`config.mk`:
```
export PLATFORM = sky130hd
export DESIGN_NAME = rgb_to_hsv_converter_top
export DESIGN_NICKNAME = d
export VERILOG_FILES = /design/src/design/rhv_pkg.sv /design/src/design/rhv_front.sv /design/src/design/rhv_divider.sv /design/src/design/rgb_to_hsv_converter_top.sv
export SDC_FILE = /design/constraint.sdc
export NUM_CORES = 2
export LEC_CHECK = 0
export BUFFER_PORTS_ARGS = -buffer_cell sky130_fd_sc_hd__buf_2
export CAP_MARGIN = 20
export CORE_MARGIN = 1.5
export CORE_UTILIZATION = 55
export DETAILED_ROUTE_END_ITERATION = 8
export PLACE_DENSITY = 0.71
export SLEW_MARGIN = 20
export SYNTH_ARGS = -nofsm -noshare
export SYNTH_HDL_FRONTEND = slang
export SYNTH_SLANG_ARGS = --single-unit
```
`constraint.sdc`:
```
create_clock -name clk -period 28.1 [get_ports clk]
set_input_delay 1.405 -clock clk [delete_from_list [all_inputs] [get_ports clk]]
set_output_delay 1.405 -clock clk [all_outputs]
set_load 0.02 [all_outputs]
```
`src/design/rhv_pkg.sv`:
```
// Shared defaults for the RGB to HSV conversion pipeline.
package rhv_pkg;

	localparam int CHANNEL_BITS_DEF  = 8;
	localparam int FRACTION_BITS_DEF = 16;

	// Pipeline stages ahead of the long dividers.
	localparam int FRONT_STAGES = 2;

endpackage

```
`src/design/rhv_front.sv`:
```
// Front stages: channel extremes, sector, hue numerator and the two division operands.
module rhv_front #(
	parameter int CHANNEL_BITS  = rhv_pkg::CHANNEL_BITS_DEF,
	parameter int FRACTION_BITS = rhv_pkg::FRACTION_BITS_DEF
) (
	input  logic                                  clk,
	input  logic                                  en,
	input  logic [CHANNEL_BITS-1:0]               red_in,
	input  logic [CHANNEL_BITS-1:0]               green_in,
	input  logic [CHANNEL_BITS-1:0]               blue_in,
	output logic [CHANNEL_BITS-1:0]               val_s2,
	output logic [CHANNEL_BITS+2+FRACTION_BITS:0] hue_dvd_s2,
	output logic [CHANNEL_BITS+2:0]               hue_dsr_s2,
	output logic [CHANNEL_BITS+FRACTION_BITS-1:0] sat_dvd_s2,
	output logic [CHANNEL_BITS-1:0]               sat_dsr_s2
);

	localparam int C = CHANNEL_BITS;
	localparam int F = FRACTION_BITS;

	localparam logic [1:0] SECT_RED   = 2'd0;
	localparam logic [1:0] SECT_GREEN = 2'd1;
	localparam logic [1:0] SECT_BLUE  = 2'd2;

	logic         red_top;
	logic         green_top;
	logic [C-1:0] mx;
	logic [C-1:0] mn;
	logic [C-1:0] gb_min;
	logic [1:0]   sect;
	logic [C:0]   diff;

	logic [C-1:0] mx_s1;
	logic [C-1:0] mn_s1;
	logic [1:0]   sect_s1;
	logic [C:0]   diff_s1;

	logic [C-1:0] delta;
	logic [C+3:0] dlt_x;
	logic [C+3:0] span_x;
	logic [C+3:0] off_x;
	logic [C+3:0] num_raw;
	logic [C+3:0] num;

	always_comb begin
		red_top   = (red_in >= green_in) && (red_in >= blue_in);
		green_top = (green_in >= blue_in);
		gb_min    = (blue_in < green_in) ? blue_in : green_in;
		mn        = (gb_min < red_in) ? gb_min : red_in;
		if (red_top) begin
			mx   = red_in;
			sect = SECT_RED;
			diff = {1'b0, green_in} - {1'b0, blue_in};
		end else if (green_top) begin
			mx   = green_in;
			sect = SECT_GREEN;
			diff = {1'b0, blue_in} - {1'b0, red_in};
		end else begin
			mx   = blue_in;
			sect = SECT_BLUE;
			diff = {1'b0, red_in} - {1'b0, green_in};
		end
	end

	always_ff @(posedge clk) begin
		if (en) begin
			mx_s1   <= mx;
			mn_s1   <= mn;
			sect_s1 <= sect;
			diff_s1 <= diff;
		end
	end

	always_comb begin
		delta  = mx_s1 - mn_s1;
		dlt_x  = {4'b0000, delta};
		span_x = (dlt_x << 2) + (dlt_x << 1);
		case (sect_s1)
			SECT_RED:   off_x = '0;
			SECT_GREEN: off_x = dlt_x << 1;
			SECT_BLUE:  off_x = dlt_x << 2;
			default:    off_x = '0;
		endcase
		num_raw = off_x + {{3{diff_s1[C]}}, diff_s1};
		num     = num_raw[C+3] ? (num_raw + span_x) : num_raw;
	end

	always_ff @(posedge clk) begin
		if (en) begin
			val_s2     <= mx_s1;
			hue_dvd_s2 <= {num[C+2:0], {F{1'b0}}};
			hue_dsr_s2 <= (delta == '0) ? (C+3)'(1) : span_x[C+2:0];
			sat_dvd_s2 <= {delta, {F{1'b0}}} - {{F{1'b0}}, delta};
			sat_dsr_s2 <= (mx_s1 == '0) ? C'(1) : mx_s1;
		end
	end

endmodule

```
`src/design/rhv_divider.sv`:
```
// Pipelined restoring divider that settles one quotient bit per stage.
module rhv_divider #(
	parameter int DSR_BITS = rhv_pkg::CHANNEL_BITS_DEF,
	parameter int QUO_BITS = rhv_pkg::FRACTION_BITS_DEF
) (
	input  logic                         clk,
	input  logic                         en,
	input  logic [DSR_BITS+QUO_BITS-1:0] dividend,
	input  logic [DSR_BITS-1:0]          divisor,
	output logic [QUO_BITS-1:0]          quotient
);

	localparam int D = DSR_BITS;
	localparam int Q = QUO_BITS;

	logic [D-1:0] rem_s [Q];
	logic [D-1:0] dsr_s [Q];
	logic [Q-1:0] low_s [Q];
	logic [Q-1:0] quo_s [Q];

	for (genvar i = 0; i < Q; i++) begin : g_stage
		logic [D-1:0] src_rem;
		logic [D-1:0] src_dsr;
		logic [Q-1:0] src_low;
		logic [Q-1:0] src_quo;
		logic [D:0]   trial;
		logic [D:0]   diff;
		logic         ge;

		if (i == 0) begin : g_first
			assign src_rem = dividend[D+Q-1:Q];
			assign src_dsr = divisor;
			assign src_low = dividend[Q-1:0];
			assign src_quo = '0;
		end else begin : g_next
			assign src_rem = rem_s[i-1];
			assign src_dsr = dsr_s[i-1];
			assign src_low = low_s[i-1];
			assign src_quo = quo_s[i-1];
		end

		assign trial = {src_rem, src_low[Q-1]};
		assign ge    = trial >= {1'b0, src_dsr};
		assign diff  = trial - {1'b0, src_dsr};

		always_ff @(posedge clk) begin
			if (en) begin
				rem_s[i] <= ge ? diff[D-1:0] : trial[D-1:0];
				dsr_s[i] <= src_dsr;
				low_s[i] <= {src_low[Q-2:0], 1'b0};
				quo_s[i] <= {src_quo[Q-2:0], ge};
			end
		end
	end

	assign quotient = quo_s[Q-1];

endmodule

```
`src/design/rgb_to_hsv_converter_top.sv`:
```
// Top level of the RGB to HSV converter: pipeline control, value delay line and output skid.
//
// Pixels arrive on the pix channel (pix_valid, pix_ready, red_in, green_in, blue_in)
// and results leave on the hsv channel (hsv_valid, hsv_ready, hue_out, sat_out, val_out).
// Each item gives exactly one result, in order.
// The pipeline has FRACTION_BITS + 2 register stages: two front stages find the
// extremes and form the operands, then two long dividers, one for hue and one for
// saturation, settle one quotient bit per stage.
// hsv_valid comes from the valid bit of the last stage, so an item's result is offered
// once the item has passed through every register stage.
// Throughput is one item per cycle while the receiver does not stall, set by the one-bit-per-stage divider pipelines.
// Reset clears every stage valid bit and the skid full flag; no item is in flight
// afterwards and pix_ready is high.
// When the receiver stalls, the pipeline moves once more and the oldest result
// is parked in the skid register; from then on pix_ready is low and the whole
// pipeline holds until the skid item is taken. No item is lost or repeated.
module rgb_to_hsv_converter_top #(
	parameter int CHANNEL_BITS  = rhv_pkg::CHANNEL_BITS_DEF,
	parameter int FRACTION_BITS = rhv_pkg::FRACTION_BITS_DEF
) (
	input  logic                     clk,
	input  logic                     arst_n,
	input  logic                     pix_valid,
	output logic                     pix_ready,
	input  logic [CHANNEL_BITS-1:0]  red_in,
	input  logic [CHANNEL_BITS-1:0]  green_in,
	input  logic [CHANNEL_BITS-1:0]  blue_in,
	output logic                     hsv_valid,
	input  logic                     hsv_ready,
	output logic [FRACTION_BITS-1:0] hue_out,
	output logic [FRACTION_BITS-1:0] sat_out,
	output logic [CHANNEL_BITS-1:0]  val_out
);

	localparam int C  = CHANNEL_BITS;
	localparam int F  = FRACTION_BITS;
	localparam int NS = rhv_pkg::FRONT_STAGES + F;

	logic          pen;
	logic [NS-1:0] vld_q;
	logic          last_vld;
	logic          skid_full_q;

	logic [C-1:0]     val_s2;
	logic [C+2+F:0]   hue_dvd_s2;
	logic [C+2:0]     hue_dsr_s2;
	logic [C+F-1:0]   sat_dvd_s2;
	logic [C-1:0]     sat_dsr_s2;
	logic [F-1:0]     hue_q;
	logic [F-1:0]     sat_q;
	logic [C-1:0]     val_s [F];

	logic [F-1:0] skid_hue_q;
	logic [F-1:0] skid_sat_q;
	logic [C-1:0] skid_val_q;

	assign pen       = !skid_full_q;
	assign pix_ready = pen;
	assign last_vld  = vld_q[NS-1];

	always_ff @(posedge clk or negedge arst_n) begin
		if (!arst_n) begin
			vld_q <= '0;
		end else if (pen) begin
			vld_q <= {vld_q[NS-2:0], pix_valid};
		end
	end

	rhv_front #(
		.CHANNEL_BITS  (C),
		.FRACTION_BITS (F)
	) u_front (
		.clk        (clk),
		.en         (pen),
		.red_in     (red_in),
		.green_in   (green_in),
		.blue_in    (blue_in),
		.val_s2     (val_s2),
		.hue_dvd_s2 (hue_dvd_s2),
		.hue_dsr_s2 (hue_dsr_s2),
		.sat_dvd_s2 (sat_dvd_s2),
		.sat_dsr_s2 (sat_dsr_s2)
	);

	rhv_divider #(
		.DSR_BITS (C + 3),
		.QUO_BITS (F)
	) u_hue_div (
		.clk      (clk),
		.en       (pen),
		.dividend (hue_dvd_s2),
		.divisor  (hue_dsr_s2),
		.quotient (hue_q)
	);

	rhv_divider #(
		.DSR_BITS (C),
		.QUO_BITS (F)
	) u_sat_div (
		.clk      (clk),
		.en       (pen),
		.dividend (sat_dvd_s2),
		.divisor  (sat_dsr_s2),
		.quotient (sat_q)
	);

	always_ff @(posedge clk) begin
		if (pen) begin
			val_s[0] <= val_s2;
		end
	end

	for (genvar i = 1; i < F; i++) begin : g_val
		always_ff @(posedge clk) begin
			if (pen) begin
				val_s[i] <= val_s[i-1];
			end
		end
	end

	always_ff @(posedge clk or negedge arst_n) begin
		if (!arst_n) begin
			skid_full_q <= 1'b0;
		end else if (skid_full_q) begin
			skid_full_q <= !hsv_ready;
		end else begin
			skid_full_q <= last_vld && !hsv_ready;
		end
	end

	always_ff @(posedge clk) begin
		if (!skid_full_q) begin
			skid_hue_q <= hue_q;
			skid_sat_q <= sat_q;
			skid_val_q <= val_s[F-1];
		end
	end

	assign hsv_valid = skid_full_q || last_vld;
	assign hue_out   = skid_full_q ? skid_hue_q : hue_q;
	assign sat_out   = skid_full_q ? skid_sat_q : sat_q;
	assign val_out   = skid_full_q ? skid_val_q : val_s[F-1];

	a_black_no_sat: assert property (@(posedge clk) disable iff (!arst_n)
		hsv_valid && (val_out == '0) |-> (sat_out == '0) && (hue_out == '0))
		else $error("Black pixel gave non-zero saturation or hue.");

	a_stall_parks: assert property (@(posedge clk) disable iff (!arst_n)
		last_vld && !hsv_ready && !skid_full_q |=> skid_full_q && hsv_valid)
		else $error("Stalled item was not parked in the skid register.");

	a_skid_holds: assert property (@(posedge clk) disable iff (!arst_n)
		skid_full_q && !hsv_ready |=> skid_full_q && $stable(skid_hue_q)
			&& $stable(skid_sat_q) && $stable(skid_val_q) && $stable(vld_q))
		else $error("Skid item or pipeline moved during a stall.");

endmodule

```
==> results.sh <==
export IMPL_num_io_pins=70
export IMPL_first_global_vias=30800
export IMPL_grt_max_degree=213
export IMPL_coreArea_um2=102000
export IMPL_ys_seq_elements=1234
export IMPL_numPortBuffers=69
export IMPL_cts_setup_buffers=0
export IMPL_ctsHoldBuffers=0
export IMPL_netlist_area_um2=56900
export IMPL_dieArea_um2=105000
export IMPL_drv_cap=0
export IMPL_slew_headroom_pct=28.9
export IMPL_wl_per_cell_um=15.1
export IMPL_clk_latency_ns=0.74
export IMPL_cts_htree_levels=4
export IMPL_setup_viol=0
export IMPL_synth_compound_area_share_pct=7.22
export IMPL_grt_overflow=0
export IMPL_crit_fanout=18
export IMPL_synthAdderAreaFrac_pct=9.50
export IMPL_layout_drive_gt1_share_pct=12.4
export IMPL_hold_start="u_hue_div.quo_s[0][81]"
export IMPL_synth_area_per_cell_um2=13.8
export IMPL_ys_flop_type="edfxtp_1"
export IMPL_drv_slew=0
export IMPL_antenna_left=0
export IMPL_antenna_found_initial=0
export IMPL_synth_top_family_by_area="adder cells"
export IMPL_cp_arrival_ns=5.63
export IMPL_cts_resized=0
export IMPL_post_route_min_period_ns=5.15
export IMPL_layout_commonest_cell="edfxtp_1"
export IMPL_finalCritPeriodShare_pct=18.3
export IMPL_cts_sinks=1234
export IMPL_hold_class="register to register"
export IMPL_grt_pass1_wl_um=145000
export IMPL_drt_iter0_drc=1641
export IMPL_final_cell_mix="edfxtp_1 (1175), inv_1 (495), ha_1 (373)"
export IMPL_final_nets=4727
export IMPL_cp_startpoint="blue_in[1]"
export IMPL_hold_viol=0
export IMPL_synthCells=4127
export IMPL_dp_final_hpwl_um=60100
export IMPL_yosys_warnings=0
export IMPL_clock_skew_ns=0.0273
export IMPL_grt_usage_pct=16.7
export IMPL_worstSetupPathType="input port to register"
export IMPL_yosys_area_share_simple_pct=7.10
export IMPL_cts_tree="yes"
export IMPL_r2r_start="u_front.mx_s1[0]"
export IMPL_synth_xor_area_share_pct=2.92
export IMPL_dr_pass1_iters=6
export IMPL_syn_to_final_growth_pct=11.1
export IMPL_die_h_um=325
export IMPL_endpoint_kind="register"
export IMPL_startpoint_type="input port"
export IMPL_cts_root_buf="clkbuf_16"
export IMPL_antenna_cells=0
export IMPL_tns_ns=0
export IMPL_die_x_um=325
export IMPL_viasPerCell=5.29
export IMPL_rows=117
export IMPL_status="completed"
export IMPL_gp_congestion=0.863
export IMPL_timing_fmax_mhz=194
export IMPL_routed_wl_um=87100
export IMPL_cts_buffers=131
export IMPL_clkTransAtPathRegs_ns=0.06
export IMPL_syn_nets=4565
export IMPL_synth_cell_type_count=79
export IMPL_yosysSeqAreaShare_pct=64.2
export IMPL_required_ns=28.58
export IMPL_muxShareOfSynthArea_pct=5.30
export IMPL_clockBufferDepth=3
export IMPL_num_vias=30500
export IMPL_worstMarginPinSlew_ns=1.07
export IMPL_synth_edff_count=1175
export IMPL_drc_errors=0
export IMPL_async_reset_ff_share_pct=1.54
export IMPL_initial_utilization_pct=55.7
export IMPL_rsz0062_at_grt="no"
==> worst paths after layout <==
check	end	slack, ns	cells past startpoint
max	u_front.mn_s1[4]	22.95	16
min	u_hue_div.quo_s[0][98]	0.40	0
max reg2reg	u_front.hue_dvd_s2[26]	22.98	21
min reg2reg	u_hue_div.quo_s[0][98]	0.40	0
max in group asynchronous	skid_full_q	27.15	1
min in group asynchronous	vld_q[17]	0.60	1
==> critical path, stage by stage <==
cell and delay (ns):
buf_2 0.12, inv_1 0.14, ha_1 0.26, nor2b_1 0.13
o21ai_0 0.19, a21boi_0 0.15, or2_2 0.33, o21ai_2 0.55
o21ai_0 0.27, ha_1 0.35, a21o_1 0.18, a21o_1 0.17
a21oi_1 0.17, nand2_1 0.11, o311ai_2 0.69, mux2_2 0.42
==> layout make-up <==
| type | instances | area, um2 |
|---|---|---|
| multi-input cells | 2335 | 18200 |
| flip-flops and latches | 1234 | 36600 |
| clock inverters | 70 | 753 |
| repair buffers | 89 | 564 |
| inverters | 498 | 1880 |
| well taps | 1368 | 1710 |
| clock buffers | 171 | 3530 |
| fillers | 7704 | 38900 |
==> layer usage <==
metal  GRT usage (%)  vias to the layer above  routed length [um]
met5               0                        -                   0
met4            6.30                        0                2390
met3            3.12                      176                2930
met2            30.1                      411               45400
met1            19.7                    14600               36400
li1                -                    15300                   -
==> state kept, by name (all words and copies together), names as in the netlist, 16 cells and up <==
name	count
u_sat_div.dsr_s	120
u_hue_div.quo_s	136
u_front.sat_dvd_s2	23
u_sat_div.low_s	117
skid_sat_q	16
vld_q	18
val_s	128
skid_hue_q	16
u_hue_div.dsr_s	165
u_hue_div.rem_s	165
u_sat_div.quo_s	136
u_sat_div.rem_s	120
==> Yosys cell counts (18+ instances only) <==
| cell | n | share of area [%] |
|---|---|---|
| dfxtp_1 | 40 | 1.4 |
| a21boi_0 | 45 | 0.59 |
| mux2i_1 | 68 | 1.2 |
| nor2b_1 | 105 | 1.2 |
| or2_2 | 18 | 0.20 |
| a21o_1 | 51 | 0.67 |
| nand2b_1 | 64 | 0.70 |
| a21oi_1 | 100 | 0.88 |
| nor2_1 | 235 | 1.5 |
| o22ai_1 | 19 | 0.21 |
| ha_1 | 373 | 8.2 |
| xnor2_1 | 127 | 2.0 |
| and2_1 | 23 | 0.25 |
| o21a_1 | 29 | 0.38 |
| o31ai_1 | 29 | 0.38 |
| edfxtp_1 | 1175 | 62 |
| nor3_1 | 62 | 0.54 |
| inv_1 | 496 | 3.3 |
| o21ai_0 | 241 | 2.1 |
| nand4_1 | 50 | 0.55 |
| dfrtp_1 | 19 | 0.84 |
| xor2_1 | 59 | 0.91 |
| clkbuf_1 | 29 | 0.19 |
| mux2_2 | 202 | 4.0 |
| buf_2 | 28 | 0.25 |
| fa_1 | 37 | 1.3 |
| nand3_1 | 42 | 0.37 |
| nand2_1 | 168 | 1.1 |
==> cell families (layout without fill, tap and decap cells) <==
| kind of cell | after synthesis | after routing |
|---|---|---|
| flip-flops | 1234 | 1234 |
| AND/OR/NAND/NOR | 821 | 821 |
| AO/OA/AOI/OAI | 642 | 642 |
| buffers and inverters | 558 | 828 |
| adder cells (fa/ha/maj) | 410 | 410 |
| multiplexers | 274 | 274 |
| XOR/XNOR | 188 | 188 |
==> per-stage QoR <==
step	area [um2]	setup slack, ns	instances	utilization, %	hold WS [ns]
final	63200	22.95	5765	61.9	0.400
after CTS	63200	22.99	5764	61.9	0.403
after global routing	63200	22.56	5765	61.9	0.411
after floorplan	56900	3.22	4127	-	0.400
after global placement	58900	22.18	5523	57.7	0.400
after detailed placement	58900	22.22	5523	57.7	0.405
Power is left out: the tool's default activity adds up to more than one toggle a clock period on the data nets, which glitch-free logic cannot reach.
